## config.mk

```make
export PLATFORM = sky130hd
export DESIGN_NAME = lif_neuron_passthru_flat
export DESIGN_NICKNAME = d
export VERILOG_FILES = /design/src/lifn_pkg.sv /design/src/lifn_cmd_if.sv /design/src/lifn_res_if.sv /design/src/lifn_cfg.sv /design/src/lifn_mul.sv /design/src/lifn_core.sv /design/src/lif_neuron_passthru.sv /design/src/flat_wrapper.sv
export SDC_FILE = /design/constraint.sdc
export NUM_CORES = 2
export LEC_CHECK = 0
export BUFFER_PORTS_ARGS = -buffer_cell sky130_fd_sc_hd__buf_2
export CAP_MARGIN = 20
export CORE_ASPECT_RATIO = 0.7
export CORE_UTILIZATION = 45
export DETAILED_ROUTE_END_ITERATION = 12
export PLACE_DENSITY = 0.71
export SLEW_MARGIN = 20
export SYNTH_ARGS = -nofsm -noshare
export SYNTH_HDL_FRONTEND = slang
export SYNTH_SLANG_ARGS = --single-unit
```

## constraint.sdc

```tcl
create_clock -name clk -period 20.2 [get_ports clk]
set_input_delay 4.04 -clock clk [delete_from_list [all_inputs] [get_ports clk]]
set_output_delay 4.04 -clock clk [all_outputs]
set_load 0.02 [all_outputs]
```

## src/lifn_pkg.sv

```systemverilog
// Shared types, constants and codes for the LIF neuron block.
// No dependencies; every other file refers to this package by scoped names.
`timescale 1ns / 1ps

package lifn_pkg;

  localparam int DATA_W    = 32;  // potential, current, levels (Q16.16)
  localparam int FRAC_BITS = 16;  // fraction bits of the Q16.16 values
  localparam int COEF_BITS = 16;  // fraction bits of coefficients (Q1.16 and up)
  localparam int TICK_BITS = 16;  // tick_count width, squaring steps
  localparam int MODE_W    = 2;
  localparam int RES_W     = 31;  // input_resistance
  localparam int SOT_W     = 17;  // step_over_tau
  localparam int DEC_W     = 17;  // decay_per_tick
  localparam int FB_W      = 32;  // power-loop factor and base, clamped
  localparam int MUL_W     = 33;  // shared multiplier operand width
  localparam int PROD_W    = 2 * MUL_W;
  localparam int RND_W     = PROD_W - COEF_BITS;  // rounded product width
  localparam int CFG_IDX_W = 3;

  // item modes
  localparam logic [MODE_W-1:0] MODE_INTEGRATE = 2'd0;
  localparam logic [MODE_W-1:0] MODE_LEAK      = 2'd1;
  localparam logic [MODE_W-1:0] MODE_LONG_LEAK = 2'd2;
  localparam logic [MODE_W-1:0] MODE_FIRE      = 2'd3;

  // register indexes
  localparam logic [CFG_IDX_W-1:0] REG_REST_LEVEL     = 3'd0;
  localparam logic [CFG_IDX_W-1:0] REG_AFTER_FIRE     = 3'd1;
  localparam logic [CFG_IDX_W-1:0] REG_FIRE_THRESHOLD = 3'd2;
  localparam logic [CFG_IDX_W-1:0] REG_INPUT_RES      = 3'd3;
  localparam logic [CFG_IDX_W-1:0] REG_STEP_OVER_TAU  = 3'd4;
  localparam logic [CFG_IDX_W-1:0] REG_DECAY_PER_TICK = 3'd5;
  localparam logic [CFG_IDX_W-1:0] REG_PASSTHRU_MODE  = 3'd6;

  localparam logic signed [DATA_W-1:0] ONE_Q     = 1 << FRAC_BITS;
  localparam logic [FB_W-1:0]          COEF_ONE  = 1 << COEF_BITS;
  localparam logic [RES_W-1:0]         RES_RST   = 31'd65536;
  localparam logic [SOT_W-1:0]         SOT_RST   = 17'd6554;
  localparam logic [DEC_W-1:0]         DECAY_RST = 17'd59299;

  typedef struct packed {
    logic signed [DATA_W-1:0] rest_level;
    logic signed [DATA_W-1:0] after_fire_level;
    logic signed [DATA_W-1:0] fire_threshold;
    logic [RES_W-1:0]         input_resistance;
    logic [SOT_W-1:0]         step_over_tau;
    logic [DEC_W-1:0]         decay_per_tick;
    logic                     passthru_mode;
  } cfg_t;

  // where a product is written back, in the cycle after issue
  typedef enum logic [2:0] {
    DST_NONE,
    DST_F,     // power-loop factor
    DST_B,     // power-loop base
    DST_RND,   // rounded magnitude register
    DST_LO,    // accumulator load
    DST_HI     // accumulator add, shifted by MUL_W
  } dst_t;

  typedef struct packed {
    dst_t             dest;
    logic [MUL_W-1:0] op_a;
    logic [MUL_W-1:0] op_b;
  } mul_req_t;

  typedef struct packed {
    dst_t              dest;
    logic [PROD_W-1:0] prod;
  } mul_rsp_t;

endpackage

```

## src/lifn_cmd_if.sv

```systemverilog
// Input item channel of the LIF neuron: valid/ready plus item fields.
// Depends on lifn_pkg for field widths.
`timescale 1ns / 1ps

interface lifn_cmd_if;
  logic                               valid;
  logic                               ready;
  logic [lifn_pkg::MODE_W-1:0]        mode;
  logic signed [lifn_pkg::DATA_W-1:0] spike_in;
  logic [lifn_pkg::TICK_BITS-1:0]     tick_count;

  modport source (output valid, mode, spike_in, tick_count, input ready);
  modport sink (input valid, mode, spike_in, tick_count, output ready);
endinterface

```

## src/lifn_res_if.sv

```systemverilog
// Result item channel of the LIF neuron: valid/ready plus result fields.
// Depends on lifn_pkg for field widths.
`timescale 1ns / 1ps

interface lifn_res_if;
  logic                               valid;
  logic                               ready;
  logic                               fired;
  logic signed [lifn_pkg::DATA_W-1:0] intensity;
  logic signed [lifn_pkg::DATA_W-1:0] potential_now;

  modport source (output valid, fired, intensity, potential_now, input ready);
  modport sink (input valid, fired, intensity, potential_now, output ready);
endinterface

```

## src/lifn_cfg.sv

```systemverilog
// Configuration register file of the LIF neuron, written by index.
// Depends on lifn_pkg (cfg_t, register indexes, reset values).
`timescale 1ns / 1ps

module lifn_cfg (
  input  logic                              clk,
  input  logic                              rst,
  input  logic                              cfg_we,
  input  logic [lifn_pkg::CFG_IDX_W-1:0]    cfg_index,
  input  logic [lifn_pkg::DATA_W-1:0]       cfg_data,
  output lifn_pkg::cfg_t                    cfg
);

  always_ff @(posedge clk) begin
    if (rst) begin
      cfg.rest_level       <= '0;
      cfg.after_fire_level <= '0;
      cfg.fire_threshold   <= lifn_pkg::ONE_Q;
      cfg.input_resistance <= lifn_pkg::RES_RST;
      cfg.step_over_tau    <= lifn_pkg::SOT_RST;
      cfg.decay_per_tick   <= lifn_pkg::DECAY_RST;
      cfg.passthru_mode    <= 1'b0;
    end else if (cfg_we) begin
      unique case (cfg_index)
        lifn_pkg::REG_REST_LEVEL:     cfg.rest_level       <= cfg_data;
        lifn_pkg::REG_AFTER_FIRE:     cfg.after_fire_level <= cfg_data;
        lifn_pkg::REG_FIRE_THRESHOLD: cfg.fire_threshold   <= cfg_data;
        lifn_pkg::REG_INPUT_RES:
          cfg.input_resistance <= cfg_data[lifn_pkg::RES_W-1:0];
        lifn_pkg::REG_STEP_OVER_TAU:
          cfg.step_over_tau <= cfg_data[lifn_pkg::SOT_W-1:0];
        lifn_pkg::REG_DECAY_PER_TICK:
          cfg.decay_per_tick <= cfg_data[lifn_pkg::DEC_W-1:0];
        lifn_pkg::REG_PASSTHRU_MODE:  cfg.passthru_mode <= cfg_data[0];
        default: ;  // unused index, write dropped
      endcase
    end
  end

endmodule

```

## src/lifn_mul.sv

```systemverilog
// Shared 33x33 unsigned multiplier with registered product and write-back tag.
// Depends on lifn_pkg (mul_req_t, mul_rsp_t).
`timescale 1ns / 1ps

module lifn_mul (
  input  logic               clk,
  input  logic               rst,
  input  lifn_pkg::mul_req_t req,
  output lifn_pkg::mul_rsp_t rsp
);

  localparam int PW = lifn_pkg::PROD_W;

  always_ff @(posedge clk) begin
    if (rst) begin
      rsp.dest <= lifn_pkg::DST_NONE;
    end else begin
      rsp.dest <= req.dest;
    end
    rsp.prod <= PW'(req.op_a) * PW'(req.op_b);
  end

endmodule

```

## src/lifn_core.sv

```systemverilog
// Sequencer and datapath of the LIF neuron: neuron state, power loop,
// product write-back, output register. Depends on lifn_pkg, both channel
// interfaces and the shared multiplier in lifn_mul.
`timescale 1ns / 1ps

module lifn_core (
  input  logic               clk,
  input  logic               rst,
  input  lifn_pkg::cfg_t     cfg,
  lifn_cmd_if.sink           cmd,
  lifn_res_if.source         res,
  output lifn_pkg::mul_req_t mreq,
  input  lifn_pkg::mul_rsp_t mrsp
);

  localparam int DW = lifn_pkg::DATA_W;
  localparam int MW = lifn_pkg::MUL_W;
  localparam int PW = lifn_pkg::PROD_W;
  localparam int RW = lifn_pkg::RND_W;
  localparam int SW = RW + 2;  // signed sums around a rounded product
  localparam int CW = lifn_pkg::COEF_BITS;
  localparam int FW = lifn_pkg::FB_W;
  localparam int TB = lifn_pkg::TICK_BITS;
  localparam logic [PW-1:0] HALF = PW'(1) << (CW - 1);

  typedef enum logic [4:0] {
    S_IDLE,
    S_E_MUL1, S_E_WB1, S_E_DRV, S_E_ABS, S_E_MLO, S_E_MHI, S_E_WB2, S_E_RND,
    S_E_APPLY,
    S_L_POW, S_L_SQ, S_L_BW, S_L_MUL, S_L_WB, S_L_APPLY,
    S_OUT
  } state_t;

  state_t                 state;
  logic signed [DW-1:0]   v;        // membrane potential
  logic signed [DW-1:0]   cur;      // input current
  logic                   act;      // activated flag
  logic signed [DW:0]     dif;      // rest - v for Euler drive
  logic [RW-1:0]          dmag;     // multiplicand magnitude
  logic                   neg;      // sign of the pending product
  logic [RW-1:0]          rmag;     // rounded product magnitude
  logic signed [SW-1:0]   drv;      // Euler drive
  logic [PW-1:0]          acc;
  logic [FW-1:0]          fac;
  logic [FW-1:0]          base;
  logic [TB-1:0]          t;        // remaining tick bits, low bit next
  logic                   fired_r;
  logic signed [DW-1:0]   inten_r;

  logic signed [DW:0]     cur_x, v_x, rest_x, vr_diff, rv_diff;
  logic [DW:0]            cur_mag;
  logic                   v_lt_rest;
  logic                   v_gt_thr;
  logic [RW-1:0]          prod_rnd;
  logic [FW-1:0]          prod_clamp;

  function automatic logic signed [DW-1:0] sat_w(input logic signed [SW-1:0] x);
    if (x[SW-1:DW-1] == '0 || x[SW-1:DW-1] == '1) begin
      return x[DW-1:0];
    end else if (x[SW-1]) begin
      return {1'b1, {(DW-1){1'b0}}};
    end else begin
      return {1'b0, {(DW-1){1'b1}}};
    end
  endfunction

  // round to nearest, half up on the magnitude, drop CW fraction bits
  function automatic logic [RW-1:0] round_q(input logic [PW-1:0] p);
    logic [PW-1:0] s;
    s = p + HALF;
    return s[PW-1:CW];
  endfunction

  assign cur_x     = (DW+1)'(cur);
  assign v_x       = (DW+1)'(v);
  assign rest_x    = (DW+1)'(cfg.rest_level);
  assign cur_mag   = cur[DW-1] ? $unsigned(-cur_x) : $unsigned(cur_x);
  assign vr_diff   = v_x - rest_x;
  assign rv_diff   = rest_x - v_x;
  assign v_lt_rest = (v < cfg.rest_level);
  assign v_gt_thr  = (v > cfg.fire_threshold);

  assign prod_rnd   = round_q(mrsp.prod);
  assign prod_clamp = (prod_rnd[RW-1:FW] != '0) ? '1 : prod_rnd[FW-1:0];

  assign cmd.ready = (state == S_IDLE);

  // operand select for the shared multiplier
  always_comb begin
    mreq.dest = lifn_pkg::DST_NONE;
    mreq.op_a = '0;
    mreq.op_b = '0;
    unique case (state)
      S_E_MUL1: begin
        mreq.dest = lifn_pkg::DST_RND;
        mreq.op_a = dmag[MW-1:0];
        mreq.op_b = MW'(cfg.input_resistance);
      end
      S_E_MLO: begin
        mreq.dest = lifn_pkg::DST_LO;
        mreq.op_a = dmag[MW-1:0];
        mreq.op_b = MW'(cfg.step_over_tau);
      end
      S_E_MHI: begin
        mreq.dest = lifn_pkg::DST_HI;
        mreq.op_a = MW'(dmag[RW-1:MW]);
        mreq.op_b = MW'(cfg.step_over_tau);
      end
      S_L_POW: begin
        if (t != '0 && t[0]) begin
          mreq.dest = lifn_pkg::DST_F;
          mreq.op_a = MW'(fac);
          mreq.op_b = MW'(base);
        end else if (t != '0) begin
          mreq.dest = lifn_pkg::DST_B;
          mreq.op_a = MW'(base);
          mreq.op_b = MW'(base);
        end
      end
      S_L_SQ: begin
        if (t[TB-1:1] != '0) begin
          mreq.dest = lifn_pkg::DST_B;
          mreq.op_a = MW'(base);
          mreq.op_b = MW'(base);
        end
      end
      S_L_MUL: begin
        mreq.dest = lifn_pkg::DST_RND;
        mreq.op_a = dmag[MW-1:0];
        mreq.op_b = MW'(fac);
      end
      default: ;
    endcase
  end

  always_ff @(posedge clk) begin
    if (rst) begin
      state     <= S_IDLE;
      v         <= '0;
      cur       <= '0;
      act       <= 1'b0;
      res.valid <= 1'b0;
    end else begin
      // S_OUT reloads the register itself when the old item leaves
      if (res.valid && res.ready && state != S_OUT) begin
        res.valid <= 1'b0;
      end

      // product write-back, in the cycle after issue
      unique case (mrsp.dest)
        lifn_pkg::DST_F:   fac  <= prod_clamp;
        lifn_pkg::DST_B:   base <= prod_clamp;
        lifn_pkg::DST_RND: rmag <= prod_rnd;
        lifn_pkg::DST_LO:  acc  <= mrsp.prod;
        lifn_pkg::DST_HI:  acc  <= acc + {mrsp.prod[PW-MW-1:0], {MW{1'b0}}};
        default: ;
      endcase

      unique case (state)
        S_IDLE: begin
          if (cmd.valid) begin
            unique case (cmd.mode)
              lifn_pkg::MODE_INTEGRATE: begin
                cur     <= sat_w(SW'(cur) + SW'(cmd.spike_in));
                act     <= 1'b1;
                fired_r <= 1'b0;
                inten_r <= '0;
                state   <= S_OUT;
              end
              lifn_pkg::MODE_LEAK: begin
                dif     <= rv_diff;
                dmag    <= RW'(cur_mag);
                neg     <= cur[DW-1];
                fired_r <= 1'b0;
                inten_r <= '0;
                state   <= S_E_MUL1;
              end
              lifn_pkg::MODE_LONG_LEAK: begin
                fac     <= lifn_pkg::COEF_ONE;
                base    <= FW'(cfg.decay_per_tick);
                t       <= cmd.tick_count;
                dmag    <= RW'($unsigned(v_lt_rest ? rv_diff : vr_diff));
                neg     <= v_lt_rest;
                fired_r <= 1'b0;
                inten_r <= '0;
                state   <= S_L_POW;
              end
              lifn_pkg::MODE_FIRE: begin
                cur <= '0;
                if (cfg.passthru_mode) begin
                  fired_r <= act;
                  inten_r <= v;
                  act     <= 1'b0;
                  v       <= cfg.after_fire_level;
                end else begin
                  fired_r <= v_gt_thr;
                  inten_r <= lifn_pkg::ONE_Q;
                  if (v_gt_thr) begin
                    v <= cfg.after_fire_level;
                  end
                end
                state <= S_OUT;
              end
              default: ;
            endcase
          end
        end

        // Euler step
        S_E_MUL1: state <= S_E_WB1;
        S_E_WB1:  state <= S_E_DRV;
        S_E_DRV: begin
          drv   <= neg ? SW'(dif) - SW'(rmag) : SW'(dif) + SW'(rmag);
          state <= S_E_ABS;
        end
        S_E_ABS: begin
          neg   <= drv[SW-1];
          dmag  <= RW'(drv[SW-1] ? -drv : drv);
          state <= S_E_MLO;
        end
        S_E_MLO: state <= S_E_MHI;
        S_E_MHI: state <= S_E_WB2;
        S_E_WB2: state <= S_E_RND;
        S_E_RND: begin
          rmag  <= round_q(acc);
          state <= S_E_APPLY;
        end
        S_E_APPLY: begin
          v     <= sat_w(neg ? SW'(v) - SW'(rmag) : SW'(v) + SW'(rmag));
          state <= S_OUT;
        end

        // long leak: decay^ticks, low tick bit first
        S_L_POW: begin
          if (t == '0) begin
            state <= S_L_MUL;
          end else if (t[0]) begin
            state <= S_L_SQ;
          end else begin
            t     <= t >> 1;
            state <= S_L_BW;
          end
        end
        S_L_SQ: begin
          t <= t >> 1;
          if (t[TB-1:1] == '0) begin
            state <= S_L_MUL;
          end else begin
            state <= S_L_BW;
          end
        end
        S_L_BW:  state <= S_L_POW;
        S_L_MUL: state <= S_L_WB;
        S_L_WB:  state <= S_L_APPLY;
        S_L_APPLY: begin
          v <= sat_w(neg ? SW'(cfg.rest_level) - SW'(rmag)
                         : SW'(cfg.rest_level) + SW'(rmag));
          state <= S_OUT;
        end

        S_OUT: begin
          if (!res.valid || res.ready) begin
            res.valid         <= 1'b1;
            res.fired         <= fired_r;
            res.intensity     <= inten_r;
            res.potential_now <= v;
            state             <= S_IDLE;
          end
        end

        default: state <= S_IDLE;
      endcase
    end
  end

`ifndef SYNTHESIS
  a_f_wb: assert property (@(posedge clk) disable iff (rst)
    mrsp.dest == lifn_pkg::DST_F |-> state == S_L_SQ)
    else $error("factor write-back outside squaring step");

  a_b_wb: assert property (@(posedge clk) disable iff (rst)
    mrsp.dest == lifn_pkg::DST_B |-> state == S_L_BW)
    else $error("base write-back outside its slot");

  a_idle_quiet: assert property (@(posedge clk) disable iff (rst)
    state == S_IDLE |-> mrsp.dest == lifn_pkg::DST_NONE)
    else $error("product still in flight while idle");

  a_out_src: assert property (@(posedge clk) disable iff (rst)
    $rose(res.valid) |-> $past(state) == S_OUT)
    else $error("result raised outside output step");

  a_busy: assert property (@(posedge clk) disable iff (rst)
    cmd.valid && cmd.ready |=> !cmd.ready)
    else $error("second item taken while busy");
`endif

endmodule

```

## src/lif_neuron_passthru.sv

```systemverilog
// LIF neuron (Q16.16) top level; uses lifn_pkg, lifn_cmd_if, lifn_res_if,
// lifn_cfg, lifn_mul and lifn_core. One item at a time; the result goes to the
// output register once the item's mode sequence is done and the register is free;
// the long-leak sequence runs longer with each bit of tick_count below its top set bit.
// Next item taken in the cycle after the result is registered. The 33x33 multiplier
// is the shared unit; the power loop sets the long-leak time. Sync reset, active high.
`timescale 1ns / 1ps

module lif_neuron_passthru (
  input  logic                           clk,
  input  logic                           rst,
  input  logic                           cfg_we,
  input  logic [lifn_pkg::CFG_IDX_W-1:0] cfg_index,
  input  logic [lifn_pkg::DATA_W-1:0]    cfg_data,
  lifn_cmd_if.sink                       cmd,
  lifn_res_if.source                     res
);

  // Structure:
  //   lifn_cfg  - seven config registers, reset to their defaults.
  //   lifn_mul  - the one multiplier; operands come in with a destination
  //               tag, the product and tag are registered together.
  //   lifn_core - sequencer, neuron state (potential, current, activated),
  //               product write-back and the output register.
  //
  // Modes:
  //   integrate - saturating add of the spike input into the current, done in
  //               the accepting cycle.
  //   Euler     - |I|*R rounded, drive = rest - V +/- that, then |drive|*dt/tau
  //               in two partial products (low 33 bits, high bits shifted by
  //               33), rounded, added to V with saturation.
  //   long leak - decay^ticks by right-to-left squaring; products rounded and
  //               clamped to 32 bits; the square after the top tick bit is
  //               skipped. Then V = rest +/- round(|V - rest| * factor).
  //   fire      - passthru reports the activated flag and the potential;
  //               threshold mode compares V against the threshold. Done in
  //               the accepting cycle.
  //
  // All roundings are half away from zero: the magnitude is rounded and the
  // sign applied afterwards.
  //
  // The output register decouples the result side: a finished result waits
  // there while the block goes back to idle and takes the next item.

  lifn_pkg::cfg_t     cfg;
  lifn_pkg::mul_req_t mreq;
  lifn_pkg::mul_rsp_t mrsp;

  lifn_cfg u_cfg (
    .clk       (clk),
    .rst       (rst),
    .cfg_we    (cfg_we),
    .cfg_index (cfg_index),
    .cfg_data  (cfg_data),
    .cfg       (cfg)
  );

  lifn_mul u_mul (
    .clk (clk),
    .rst (rst),
    .req (mreq),
    .rsp (mrsp)
  );

  lifn_core u_core (
    .clk  (clk),
    .rst  (rst),
    .cfg  (cfg),
    .cmd  (cmd),
    .res  (res),
    .mreq (mreq),
    .mrsp (mrsp)
  );

endmodule
```

## src/flat_wrapper.sv

```systemverilog
// flat-port wrapper written by rule: the top's interface ports become plain ports
module lif_neuron_passthru_flat 
  (clk, rst, cfg_we, cfg_index, cfg_data, cmd_valid, cmd_mode, cmd_spike_in, cmd_tick_count, cmd_ready, res_valid, res_fired, res_intensity, res_potential_now, res_ready);
  lifn_cmd_if cmd_i ();
  lifn_res_if res_i ();
  input  logic clk;
  input  logic rst;
  input  logic cfg_we;
  input  logic [lifn_pkg::CFG_IDX_W-1:0] cfg_index;
  input  logic [lifn_pkg::DATA_W-1:0] cfg_data;
  input wire logic [$bits(cmd_i.valid)-1:0] cmd_valid;
  input wire logic [$bits(cmd_i.mode)-1:0] cmd_mode;
  input wire logic [$bits(cmd_i.spike_in)-1:0] cmd_spike_in;
  input wire logic [$bits(cmd_i.tick_count)-1:0] cmd_tick_count;
  output wire logic [$bits(cmd_i.ready)-1:0] cmd_ready;
  output wire logic [$bits(res_i.valid)-1:0] res_valid;
  output wire logic [$bits(res_i.fired)-1:0] res_fired;
  output wire logic [$bits(res_i.intensity)-1:0] res_intensity;
  output wire logic [$bits(res_i.potential_now)-1:0] res_potential_now;
  input wire logic [$bits(res_i.ready)-1:0] res_ready;
  assign cmd_i.valid = cmd_valid;
  assign cmd_i.mode = cmd_mode;
  assign cmd_i.spike_in = cmd_spike_in;
  assign cmd_i.tick_count = cmd_tick_count;
  assign cmd_ready = cmd_i.ready;
  assign res_valid = res_i.valid;
  assign res_fired = res_i.fired;
  assign res_intensity = res_i.intensity;
  assign res_potential_now = res_i.potential_now;
  assign res_i.ready = res_ready;
  lif_neuron_passthru u_core (.clk(clk), .rst(rst), .cfg_we(cfg_we), .cfg_index(cfg_index), .cfg_data(cfg_data), .cmd(cmd_i), .res(res_i));
endmodule
```

==> results.toml <==
[yosys]
ys_top_cells_by_area = "fa_1 (23%), edfxtp_1 (15%), ha_1 (9.4%)"
ys_seq_area_frac = 0.224
synth_xor_area_frac = 0.0562
synthFlopType = "edfxtp_1"
synth_top_family_by_area = "adder cells"
synth_edf_count = 414
synth.top_cell.area_share = 0.227
synth_top_cell_by_area = "fa_1"
yosys.area_share.simple = 0.168
synth_compound_area_frac = 0.145
synth.area.mux_share = 0.00812
synthDistinctLibCells = 100
synth_cells = 9511
yosysWarningCount = 0
yosys.area_share.adder = 0.321
syn_area_um2 = 82400
syn-num-nets = 11200
postSynthAreaPerCell_um2 = 8.67
synthArstFlopShare = 0
ys_seq_elements = 716

[global_routing]
grt_util_all_layers = 0.326
grt_pass1_wl_um = 451000
antenna_found_initial = 18
grt_start_max_net_pins = 83
overflow = 0
grt_pass1_vias = 68400

[sta]
rsz0062_at_grt = "no"
slew_violations = 0
fin_skew_ns = 0.0350
finalSetupViolCount = 0
slew_headroom = 0.0638
worst_slack_ns = 7.75
fin_crit_sh = 0.616
clock.fmax_mhz = 80.3
hold_slack_ns = 0.402
fin_tns_setup_ns = 0
min_period_ns = 12.45
hold_viol_final = 0
worst_slew_pin_slew_ns = 1.39

[clock_network]
numClockSinks = 716
clk_pin_slew_ns = 0.07
postCtsResizedCells = 0
post-cts-setup-buffer-count = 0
clockRootBuffer = "clkbuf_16"
ctsLongestPathBuffers = 3
numCtsBuffers = 74
cts_tree = "built"
clock_latency_ns = 0.68
cts_htree_levels = 3
postCtsHoldBufs = 0

[die]
boundaryPins = 157
core_region_area_um2 = 182000
core.rowCount = 131
fp.dieW_um = 514
die_area_um2 = 185000
start_util = 0.453
die_h_um = 360

[cells_and_area]
finish.utilization = 0.488
final_cells = 12000
nets = 11100
area_growth_pct = 7.82
drive_gt1_frac = 0.0666
final_area_um2 = 88900
nFillCells = 17200

[min_path]
hold_depth = 0
hold_path.class = "reg -> reg"

[route]
wl_per_cell_um = 25.5
drtAntennaViolNets = 0
vias_per_cell = 6.03
num_vias = 72100
drt-total-wl_um = 305000
drt_pre_antenna_iters = 8
drc_errors = 0
initialDrtViolationCount = 10100

[placement]
pre_cts_ws_ns = 8.11
place_congestion = 1.05
place_area_um2 = 86200
placed_cells = 11800
io_buffers = 156
place_hpwl_um = 245000

[critical_path]
end_kind = "register"
critPathLaunchType = "register"
critPathMaxFanout = 50
worstRegToRegCells = 34
critPathRequiredTime_ns = 20.80
cp_common_cell = "fa_1"
arrival_ns = 13.05
crit_type = "reg -> reg"
cp_slowest_cell = "a221o_1"
critPathMaxStageDelay_ns = 1.05

[power_and_ir_drop]
ir_worst_vdd_mv = 0.106
p_per_area_nw_per_um2 = 66.7
power.leakage_nw = 39.4
total_power_mw = 5.93

[outcome]
run_status = "completed"

[run]
cap_violations = 0
metal layers:
layer,vias up,global-route usage,share of wire
met5,-,0,0.00012
met4,6,0.0733,0.024
met3,482,0.101,0.14
met2,4414,0.439,0.39
met1,35700,0.500,0.45
li1,31500,-,-
sequential cells by signal, summed over array words and instances, names as in the netlist, 33 cells and up:
| register | cells |
|---|---|
| u_core.u_core.rmag | 50 |
| u_core.u_cfg.cfg | 162 |
| u_core.u_core.dif | 33 |
| u_core.u_core.drv | 51 |
| u_core.u_core.acc | 51 |
| u_core.u_core.dmag | 50 |
| u_core.u_mul.rsp | 69 |
layout make-up:
type	count	area, µm²	share of cell area
Multi-Input combinational cell	7101	58100	0.654
Sequential cell	716	18500	0.208
Inverter	1232	4630	0.0521
Tap cell	2460	3080	0.0346
Clock buffer	102	2160	0.0243
Timing Repair Buffer	315	1990	0.0224
Clock inverter	34	433	0.00487
Antenna cell	11	27.5	0.000310
path summary, 6_finish.rpt:
path / slack, ns / from / endpoint
max: 7.75 / u_core.u_core.state[3]$_SDFFE_PP0P_ / u_core.u_mul.rsp[63]$_DFF_P_
min: 0.40 / u_core.u_core.inten_r[18]$_SDFFCE_PN0P_ / u_core.u_core.res.intensity[18]$_DFFE_PP_
max reg2reg: 7.75 / u_core.u_core.state[3]$_SDFFE_PP0P_ / u_core.u_mul.rsp[63]$_DFF_P_
min reg2reg: 0.40 / u_core.u_core.inten_r[18]$_SDFFCE_PN0P_ / u_core.u_core.res.intensity[18]$_DFFE_PP_
Yosys cell counts (all sizes together) (59+ instances only):
library cell  number
a211oi            96
a21o             182
a21oi            604
a221oi            65
and2              68
clkbuf           434
dfxtp            302
edfxtp           414
fa               935
ha               617
inv             1230
nand2           1301
nand2b            72
nand3            178
nand4             82
nor2            1063
nor2b             59
nor3             108
o21ai            281
xnor2            330
xor2             198
power breakdown:
part           leakage (nW)  internal (mW)  total [mW]  switching (mW)
sequential             6.20           1.69        1.80           0.115
combinational          31.9          0.910        2.60            1.69
clock                  1.26          0.869        1.52           0.653
placed cells by master (no fill, tap or decap), types with 94 or more instances in the layout:
cell and n:
inv_1 1229, edfxtp_1 414, a211oi_1 94, a21o_1 182, dfxtp_1 302, buf_2 155, nor3_1 99, buf_4 157
ha_1 617, nand2_1 1300, xor2_1 198, nand3_1 176, o21ai_0 254, nor2_1 1054, fa_1 935, a21oi_1 597
xnor2_1 328
worst max-delay path, delay by kind of cell (launching register included):
kind            cells  cell delay, ns
simple gates        8            2.18
buf+inv             7            1.14
fa+ha+maj           9            4.02
compound gates      9            4.15
xor+xnor            1            0.14
flops               1            0.65
kinds of logic (layout without fill, tap and decap cells):
group | count (synthesis) | count (layout)
simple gates | 3171 | 3171
compound gates | 1786 | 1786
buf+inv | 1694 | 1683
fa+ha+maj | 1554 | 1554
flops | 716 | 716
xor+xnor | 528 | 528
mux | 62 | 62
other cells | 0 | 11
Power figures use the tool's default switching activity.
